<file path="src/kd_pkg.sv">
// Package for the key debouncer with long press and auto repeat.
// Holds the key count, timing register layout, mode and action codes.
// No dependencies; every module of the block imports it.
package kd_pkg;

	localparam int KEY_COUNT = 4;
	localparam int KEY_W     = $clog2(KEY_COUNT);
	localparam int FILT_W    = 8;
	localparam int HOLD_W    = 16;
	localparam int CFG_IDX_W = 2;
	localparam int CFG_DAT_W = 16;

	typedef enum logic [1:0] {
		MODE_FREE      = 2'd0,
		MODE_WAIT_LONG = 2'd1,
		MODE_COOLDOWN  = 2'd2,
		MODE_REPEAT    = 2'd3
	} mode_t;

	typedef enum logic [2:0] {
		ACT_PUSH         = 3'd0,
		ACT_LONG         = 3'd1,
		ACT_REPEAT       = 3'd2,
		ACT_RELEASE      = 3'd3,
		ACT_RELEASE_LONG = 3'd4
	} action_t;

	typedef enum logic [CFG_IDX_W-1:0] {
		REG_FILTER   = 2'd0,
		REG_LONG     = 2'd1,
		REG_COOLDOWN = 2'd2,
		REG_INTERVAL = 2'd3
	} reg_idx_t;

	typedef struct packed {
		logic [FILT_W-1:0] filter_ticks;
		logic [HOLD_W-1:0] long_press_ticks;
		logic [HOLD_W-1:0] repeat_cooldown_ticks;
		logic [HOLD_W-1:0] repeat_interval_ticks;
	} cfg_t;

	typedef struct packed {
		logic    valid;
		action_t action;
	} evt_t;

endpackage

</file>
<file path="src/kd_lane.sv">
// One key lane: debounce, hold and repeat state of a single key.
// Computes the key's event for a tick and updates its state on accept.
// Depends on kd_pkg.
module kd_lane import kd_pkg::*; (
	input  logic clk,
	input  logic arst_n,
	input  logic en,
	input  logic active,
	input  cfg_t cfg,
	output evt_t evt
);

	mode_t             mode_q, mode_d;
	logic [FILT_W-1:0] deb_q, deb_d;
	logic [HOLD_W-1:0] hold_q, hold_d;
	logic [HOLD_W-1:0] hold_inc;

	assign hold_inc = hold_q + HOLD_W'(1);

	always_comb begin
		mode_d     = mode_q;
		deb_d      = deb_q;
		hold_d     = hold_q;
		evt.valid  = 1'b0;
		evt.action = ACT_PUSH;
		if (active) begin
			if (mode_q == MODE_FREE) begin
				if (deb_q >= cfg.filter_ticks) begin
					evt.valid  = 1'b1;
					evt.action = ACT_PUSH;
					mode_d     = MODE_WAIT_LONG;
					hold_d     = '0;
				end else begin
					deb_d = deb_q + FILT_W'(1);
				end
			end else begin
				deb_d  = cfg.filter_ticks;
				hold_d = hold_inc;
				if (mode_q == MODE_WAIT_LONG && hold_inc == cfg.long_press_ticks) begin
					evt.valid  = 1'b1;
					evt.action = ACT_LONG;
					mode_d     = (cfg.repeat_cooldown_ticks != '0) ? MODE_COOLDOWN : MODE_REPEAT;
					hold_d     = '0;
				end else if (cfg.repeat_interval_ticks != '0) begin
					if (mode_q == MODE_COOLDOWN && hold_inc == cfg.repeat_cooldown_ticks) begin
						evt.valid  = 1'b1;
						evt.action = ACT_REPEAT;
						mode_d     = MODE_REPEAT;
						hold_d     = '0;
					end else if (mode_q == MODE_REPEAT
							&& hold_inc == cfg.repeat_interval_ticks) begin
						evt.valid  = 1'b1;
						evt.action = ACT_REPEAT;
						hold_d     = '0;
					end
				end
			end
		end else if (mode_q != MODE_FREE) begin
			if (deb_q == '0) begin
				evt.valid  = 1'b1;
				evt.action = (mode_q == MODE_WAIT_LONG) ? ACT_RELEASE : ACT_RELEASE_LONG;
				mode_d     = MODE_FREE;
			end else begin
				deb_d = deb_q - FILT_W'(1);
			end
		end else begin
			deb_d = '0;
		end
	end

	always_ff @(posedge clk or negedge arst_n) begin
		if (!arst_n) begin
			mode_q <= MODE_FREE;
			deb_q  <= '0;
			hold_q <= '0;
		end else if (en) begin
			mode_q <= mode_d;
			deb_q  <= deb_d;
			hold_q <= hold_d;
		end
	end

endmodule

</file>
<file path="src/kd_merge.sv">
// Merging stage: holds one tick's lane events and sends them in key order.
// Feeds an output register and stalls the input while older events wait.
// Depends on kd_pkg.
module kd_merge import kd_pkg::*; (
	input  logic                clk,
	input  logic                arst_n,
	input  logic                load,
	input  evt_t                evts [KEY_COUNT],
	input  logic                out_stall,
	output logic                in_stall,
	output logic                pend_any,
	output logic                out_valid,
	output logic [KEY_W-1:0]    key_index,
	output action_t             action,
	output logic                last_event
);

	logic [KEY_COUNT-1:0] pend_q;
	action_t              act_q [KEY_COUNT];
	logic [KEY_COUNT-1:0] rest;
	logic [KEY_W-1:0]     sel;
	logic                 pop_ok;
	logic                 pop;
	logic                 out_valid_q;
	logic [KEY_W-1:0]     key_index_q;
	action_t              action_q;
	logic                 last_q;

	always_comb begin
		sel = '0;
		for (int k = KEY_COUNT - 1; k >= 0; k--) begin
			if (pend_q[k]) begin
				sel = KEY_W'(k);
			end
		end
	end

	assign rest     = pend_q & ~(KEY_COUNT'(1) << sel);
	assign pend_any = |pend_q;
	assign pop_ok   = !out_valid_q || !out_stall;
	assign pop      = pop_ok && pend_any;
	assign in_stall = pend_any && !(pop && rest == '0);

	always_ff @(posedge clk or negedge arst_n) begin
		if (!arst_n) begin
			pend_q      <= '0;
			out_valid_q <= 1'b0;
		end else begin
			if (load) begin
				for (int k = 0; k < KEY_COUNT; k++) begin
					pend_q[k] <= evts[k].valid;
				end
			end else if (pop) begin
				pend_q <= rest;
			end
			if (pop) begin
				out_valid_q <= 1'b1;
			end else if (pop_ok) begin
				out_valid_q <= 1'b0;
			end
		end
	end

	always_ff @(posedge clk) begin
		if (load) begin
			for (int k = 0; k < KEY_COUNT; k++) begin
				act_q[k] <= evts[k].action;
			end
		end
		if (pop) begin
			key_index_q <= sel;
			action_q    <= act_q[sel];
			last_q      <= (rest == '0);
		end
	end

	assign out_valid  = out_valid_q;
	assign key_index  = key_index_q;
	assign action     = action_q;
	assign last_event = last_q;

endmodule

</file>
<file path="src/key_debounce_long_press_repeat.sv">
// Top level of the four-key debouncer with long press and auto repeat.
// Instantiates kd_lane per key and kd_merge; depends on kd_pkg.
//
// Usage:
//   Input channel: key_levels with in_valid / in_stall; one beat is one tick
//   of the slow timer, bit i high when key i is active.
//   Output channel: key_index, action, last_event with out_valid / out_stall;
//   one beat per event, events of a tick in key order, the final one marked
//   by last_event. A tick that causes no event gives no beat.
//   Configuration: cfg_valid / cfg_ready with cfg_index and cfg_data; the
//   ready is always high. Write only while no events are outstanding.
// Path: the first event of a tick passes the event buffer, then the output
// register. Throughput: one tick per cycle when ticks cause at most one
// event and the receiver does not stall; a tick with several events holds the
// event buffer while the single output register drains one event per cycle.
// Reset clears every key to free with zero counts and loads the timing
// registers with 5, 1000, 500 and 200. When the receiver stalls, the output
// beat holds, remaining events wait in the buffer and in_stall rises once a
// new tick could not be taken in.
module key_debounce_long_press_repeat import kd_pkg::*; (
	input  logic                 clk,
	input  logic                 arst_n,
	input  logic                 in_valid,
	output logic                 in_stall,
	input  logic [KEY_COUNT-1:0] key_levels,
	output logic                 out_valid,
	input  logic                 out_stall,
	output logic [KEY_W-1:0]     key_index,
	output logic [2:0]           action,
	output logic                 last_event,
	input  logic                 cfg_valid,
	output logic                 cfg_ready,
	input  logic [CFG_IDX_W-1:0] cfg_index,
	input  logic [CFG_DAT_W-1:0] cfg_data
);

	cfg_t    cfg_q;
	evt_t    evts [KEY_COUNT];
	logic    accept;
	logic    pend_any;
	action_t action_w;

	assign cfg_ready = 1'b1;
	assign accept    = in_valid && !in_stall;

	always_ff @(posedge clk or negedge arst_n) begin
		if (!arst_n) begin
			cfg_q.filter_ticks          <= FILT_W'(5);
			cfg_q.long_press_ticks      <= HOLD_W'(1000);
			cfg_q.repeat_cooldown_ticks <= HOLD_W'(500);
			cfg_q.repeat_interval_ticks <= HOLD_W'(200);
		end else if (cfg_valid && cfg_ready) begin
			unique case (reg_idx_t'(cfg_index))
				REG_FILTER:   cfg_q.filter_ticks          <= cfg_data[FILT_W-1:0];
				REG_LONG:     cfg_q.long_press_ticks      <= cfg_data[HOLD_W-1:0];
				REG_COOLDOWN: cfg_q.repeat_cooldown_ticks <= cfg_data[HOLD_W-1:0];
				REG_INTERVAL: cfg_q.repeat_interval_ticks <= cfg_data[HOLD_W-1:0];
				default: ;
			endcase
		end
	end

	for (genvar k = 0; k < KEY_COUNT; k++) begin : g_lane
		kd_lane u_lane (
			.clk    (clk),
			.arst_n (arst_n),
			.en     (accept),
			.active (key_levels[k]),
			.cfg    (cfg_q),
			.evt    (evts[k])
		);
	end

	kd_merge u_merge (
		.clk        (clk),
		.arst_n     (arst_n),
		.load       (accept),
		.evts       (evts),
		.out_stall  (out_stall),
		.in_stall   (in_stall),
		.pend_any   (pend_any),
		.out_valid  (out_valid),
		.key_index  (key_index),
		.action     (action_w),
		.last_event (last_event)
	);

	assign action = action_w;

	// A stall toward the source only comes from events still in the buffer.
	a_stall_needs_pending: assert property (@(posedge clk) disable iff (!arst_n)
		in_stall |-> pend_any)
		else $error("input stalled with an empty event buffer");

	// An event that is not the last of its tick leaves more events behind.
	a_more_after_nonlast: assert property (@(posedge clk) disable iff (!arst_n)
		(out_valid && !last_event) |-> pend_any)
		else $error("non-final event with nothing left to send");

	// Action codes above the release-after-long-press code never leave the block.
	a_action_code: assert property (@(posedge clk) disable iff (!arst_n)
		out_valid |-> (action <= 3'd4))
		else $error("undefined action code on the output");

endmodule
</file>
<file path="config.mk">
export PLATFORM = sky130hd
export DESIGN_NAME = key_debounce_long_press_repeat
export DESIGN_NICKNAME = d
export VERILOG_FILES = /design/src/kd_pkg.sv /design/src/kd_lane.sv /design/src/kd_merge.sv /design/src/key_debounce_long_press_repeat.sv
export SDC_FILE = /design/constraint.sdc
export NUM_CORES = 1
export LEC_CHECK = 0
export ABC_AREA = 1
export BUFFER_PORTS_ARGS = -buffer_cell sky130_fd_sc_hd__buf_4
export CAP_MARGIN = 20
export CORE_ASPECT_RATIO = 2
export CORE_UTILIZATION = 58
export DETAILED_ROUTE_END_ITERATION = 10
export PLACE_DENSITY = 0.82
export SYNTH_ARGS = -nofsm -noshare
export SYNTH_HDL_FRONTEND = slang
export SYNTH_SLANG_ARGS = --single-unit
export TNS_END_PERCENT = 50
</file>
<file path="constraint.sdc">
create_clock -name clk -period 2.3 [get_ports clk]
set_input_delay 0.23 -clock clk [delete_from_list [all_inputs] [get_ports clk]]
set_output_delay 0.23 -clock clk [all_outputs]
set_load 0.02 [all_outputs]
</file>
==> results of run 1 <==
routing by layer:
layer | overflow | global-route usage [%]
met5 | 0 | 1.76
met4 | 3 | 62.5
met3 | 0 | 32.4
met1 | 0 | 59.4
met2 | 0 | 86.2
stage by stage:
stage	cell area, sq um	hold WS, ns	setup WS, ns	utilization (%)
3_5_place_dp	18400	0.243	-0.484	72.1
3_3_place_gp	18400	0.234	-0.451	72.1
2_1_floorplan	15100	-0.0656	0.0590	-
4_1_cts	20300	0.0544	-0.144	79.4
cell families after synthesis:
kind of cell	Yosys count	synth area share (%)
simple gates	1421	41.0
xor+xnor	74	4.30
compound gates	295	11.4
other cells	1	0.0249
flops	183	31.1
buf+inv	325	8.48
fa+ha+maj	45	3.74
timing repair:
| item | 4_1_cts |
|---|---|
| pin swaps | 105 |
| endpoints found under the setup margin | 92 |
| cloned | 1 |
| gates resized for setup | 272 |
| hold endpoints to repair | 40 |
| hold buffers | 2 |
| buffers inserted | 34 |
==> out/metrics.yaml, run 1 <==
outcome:
  status: "did not finish"
  failing_step: "global routing (5_1_grt)"
  firstError: "[ERROR GRT-0116] Global routing finished with congestion. Check the congestion regions in the DRC Viewer."
global_route:
  grt_max_degree: 60
  track_usage_pct: 60.5
  grt_pass1_wl_um: 119000
  grt_overflow_total: 3
  grt_pass1_vias: 21000
clocking:
  cts.sink_count: 183
  clock_path_buffers: 2
  numCtsBuffers: 17
  root_buffer: "clkbuf_16"
  htreeDepth: 4
placement:
  io_buffers: 34
  place.gp.congestion: 1.11
  placed_cells: 3046
  dp_hpwl_um: 51200
logic_synthesis:
  async_reset_ff_share_pct: 90.2
  synth.area.top_cells: "dfrtp_1, nand2_1, nand3_1"
  ys_warn_count: 0
  synth_fp_nets: 2416
  syn-instance-count: 2344
  synth_area_leader_cell: "dfrtp_1"
  synth_cell_types: 57
  avgSynthCellArea_sq_um: 6.43
  yosysMostFrequentCell: "nand2_1"
  synth_ff_type: "dfrtp_1"
  synth_common_cells: "nand2_1, inv_1, nand3_1"
  ys_ff_latch: 183
  netlist_area_sq_um: 15100
  yosysTopAreaCellShare_pct: 24.6
  yosysSeqAreaShare_pct: 31.1
  synth_edf_count: 18
floorplan:
  initial_core_util_pct: 59.0
  ios: 36
  die_w_um: 116
  fp.dieH_um: 230
  rows: 83
==> run 2: changes to the inputs <==
--- a/config.mk
+++ b/config.mk
@@ -8,10 +8,9 @@
 export ABC_AREA = 1
 export BUFFER_PORTS_ARGS = -buffer_cell sky130_fd_sc_hd__buf_4
 export CAP_MARGIN = 20
-export CORE_ASPECT_RATIO = 2
-export CORE_UTILIZATION = 58
+export CORE_UTILIZATION = 40
 export DETAILED_ROUTE_END_ITERATION = 10
-export PLACE_DENSITY = 0.82
+export PLACE_DENSITY_LB_ADDON = 0.15
 export SYNTH_ARGS = -nofsm -noshare
 export SYNTH_HDL_FRONTEND = slang
 export SYNTH_SLANG_ARGS = --single-unit
==> constraint.sdc (replaced) <==
create_clock -name clk -period 3 [get_ports clk]
set_input_delay 0.3 -clock clk [delete_from_list [all_inputs] [get_ports clk]]
set_output_delay 0.3 -clock clk [all_outputs]
set_load 0.02 [all_outputs]
==> run 2 against run 1 <==
Net effect:
- the run now ends clean
- area after synthesis unchanged
- synthesized cell count unchanged
==> out/metrics.yaml, run 2 <==
sta:
  setup_ws_ns: 0.228
  finalSetupTns_ns: 0
  slew_viol_final: 0
  tightest_slew_ns: 0.793
  slew_headroom_pct: 47.0
  fin_crit_sh_pct: 92.4
  min_period_ns: 2.77
  rsz0062_at_grt: "no"
  finalHoldViolations: 0
  fmax_mhz: 361
  skew_ns: 0.0116
  setup_viol: 0
placement:
  pre_cts_slack_ns: 0.130  # was -0.484 ns
  io_buffers: 34  # unchanged
  dp_hpwl_um: 47000  # was 51200 um
  place.gp.congestion: 1.03  # was 1.11
  dpl-instance-area_sq_um: 16300  # was 18400 sq um
detailed_routing:
  finalWirelength_um: 59900
  wl_met3_um: 5710
  maxUsedRoutingLayer: "met4"
  ant_nets: 0
  met1Wirelength_um: 26800
  vias: 16300
  wire_per_inst_um: 20.4
  vias_per_cell: 5.53
  drt_iter0_drc: 1424
  wl_met2_um: 25100
  first_pass_iters: 6
  drcViolationCount: 0
clocking:
  clkTransAtPathRegs_ns: 0.08
  htreeDepth: 4  # unchanged
  clock_path_buffers: 2  # unchanged
  cts.sink_count: 183  # unchanged
  clock_latency_ns: 0.47
  root_buffer: "clkbuf_16"  # unchanged
  tritoncts: "yes"
  numCtsBuffers: 17  # unchanged
finish:
  drive_gt1_share_pct: 10.3
  layout_common_cells: "nand2_1, inv_1, nand3_1, nor2_1, o21ai_0"
  mostFrequentLayoutCell: "nand2_1"
  final_util_pct: 46.1
  top_regs: "g_lane.u_lane.hold_q x64, cfg_q x56, g_lane.u_lane.deb_q x32"
  largest_reg_flops: 64
  area_growth_pct: 12.8
  regMostFlops: "g_lane.u_lane.hold_q"
  fin_area_sq_um: 17000
  nNetsFinal: 2496
logic_synthesis:
  synth_edf_count: 18  # unchanged
  netlist_area_sq_um: 15100  # unchanged
  synth_common_cells: "nand2_1, inv_1, nand3_1"  # unchanged
  synth_area_leader_cell: "dfrtp_1"  # unchanged
  ys_warn_count: 0  # unchanged
  async_reset_ff_share_pct: 90.2  # unchanged
  synth_fp_nets: 2416  # unchanged
  avgSynthCellArea_sq_um: 6.43  # unchanged
  syn-instance-count: 2344  # unchanged
  yosysSeqAreaShare_pct: 31.1  # unchanged
  synth_ff_type: "dfrtp_1"  # unchanged
  synth.area.top_cells: "dfrtp_1, nand2_1, nand3_1"  # unchanged
  ys_ff_latch: 183  # unchanged
  synth_cell_types: 57  # unchanged
  yosysTopAreaCellShare_pct: 24.6  # unchanged
  yosysMostFrequentCell: "nand2_1"  # unchanged
worst_setup_path:
  critical-path-slowest-cell: "nor2_4"
  cp.arrival_ns: 3.16
  cpPeakStageDelay_ns: 0.42
  cp-end-kind: "register"
  critical_path_class: "reg2reg"
  startpoint_type: "register"
  critPathMaxFanout: 16
  crit_chain: "ha_1 -> nand3_1 -> nor2_4 -> nand4_1 -> nand3_1 -> nand2_1 -> nand3_1 -> nor2_1 -> buf_4 -> a21oi_1 -> nand2_2 -> nor2_4 -> nand2_1 -> o21ai_0"
  required_ns: 3.39
  cpMostUsedCell: "nand3_1"
floorplan:
  coreArea_sq_um: 36900
  dieArea_sq_um: 38500
  die_w_um: 196  # was 116 um
  ios: 36  # unchanged
  rows: 70  # was 83
  fp.dieH_um: 196  # was 230 um
  initial_core_util_pct: 40.9  # was 59.0%
global_route:
  grt_antenna_before_repair: 0
  track_usage_pct: 31.6
  grt_overflow_total: 0
  grt_pass1_vias: 15200
  grt_max_degree: 55
  grt_pass1_wl_um: 90600
outcome:
  status: "finished clean"  # was did not finish
power_and_ir_drop:
  powerDensity_nw_per_um2: 886
  p_leak_nw: 8.23
  ir_drop_mv: 0.449
worst_hold_path:
  hold_path_class: "in2reg"
run:
  cap_violations: 0
==> run 2: metal layers <==
metal,up-vias,global-route usage [%]
li1,7830,-
met1,7605,43.7
met2,711,47.0
met3,125,7.91
met4,0,12.7
met5,-,0
==> run 2: layout make-up <==
type,count,area (sq um)
well taps,504,631
clock inverters,12,189
flip-flops and latches,183,4690
fillers,3874,19900
diodes,1,2.50
multi-input cells,1836,9130
repair buffers,110,857
inverters,276,1040
clock buffers,20,457
==> run 2: worst paths after layout <==
check,slack (ns),cells after the start,from,to
max,0.23,14,g_lane[3].u_lane.hold_q[1],g_lane[3].u_lane.hold_q[10]
min,0.08,3,out_stall,u_merge.out_valid
max reg2reg,0.23,14,g_lane[3].u_lane.hold_q[1],g_lane[3].u_lane.hold_q[10]
min reg2reg,0.49,2,cfg_q[50],cfg_q[50]
max in group asynchronous,1.73,3,arst_n,cfg_q[50]
min in group asynchronous,0.38,2,arst_n,g_lane[1].u_lane.hold_q[9]
==> run 2: what timing repair did <==
action | in CTS | in global routing
endpoints found under the hold margin | 51 | 0
resized for setup | 0 | 10
buffers inserted | 0 | 3
hold buffers | 1 | 0
endpoints found under the setup margin | 0 | 49
==> run 2: cells by family (layout without fill, tap and decap cells) <==
family / count (synthesis) / after routing / synth area share [%]
other cells: 1 / 2 / 0.0249
simple gates: 1421 / 1421 / 41.0
fa+ha+maj: 45 / 45 / 3.74
xor+xnor: 74 / 74 / 4.30
compound gates: 295 / 295 / 11.4
buf+inv: 325 / 418 / 8.48
flops: 183 / 183 / 31.1
==> run 2: where the power goes <==
group	total [mW]	switching [mW]	internal [mW]
clock	2.59	1.13	1.46
sequential	4.31	0.955	3.36
combinational	8.17	5.46	2.70
==> run 2: per-stage QoR <==
step | power [mW] | cells | hold WS (ns)
after floorplan | 9.66 | 2344 | 0.00441
after global placement | 12.2 | 2905 | 0.329
after detailed placement | 12.3 | 2905 | 0.333
after CTS | 14.9 | 2938 | 0.0674
after global routing | 16.2 | 2941 | 0.113
final | 15.1 | 2942 | 0.0838
==> run 2: critical path, delay by kind of cell, from the launching register on <==
| kind | cells | cell delay, ns |
|---|---|---|
| AOI/OAI and AO/OA | 2 | 0.25 |
| buffers and inverters | 1 | 0.13 |
| and+or+nand+nor | 10 | 1.63 |
| DFF | 1 | 0.41 |
| adders and majority gates | 1 | 0.25 |
Power figures use the tool's default switching activity.
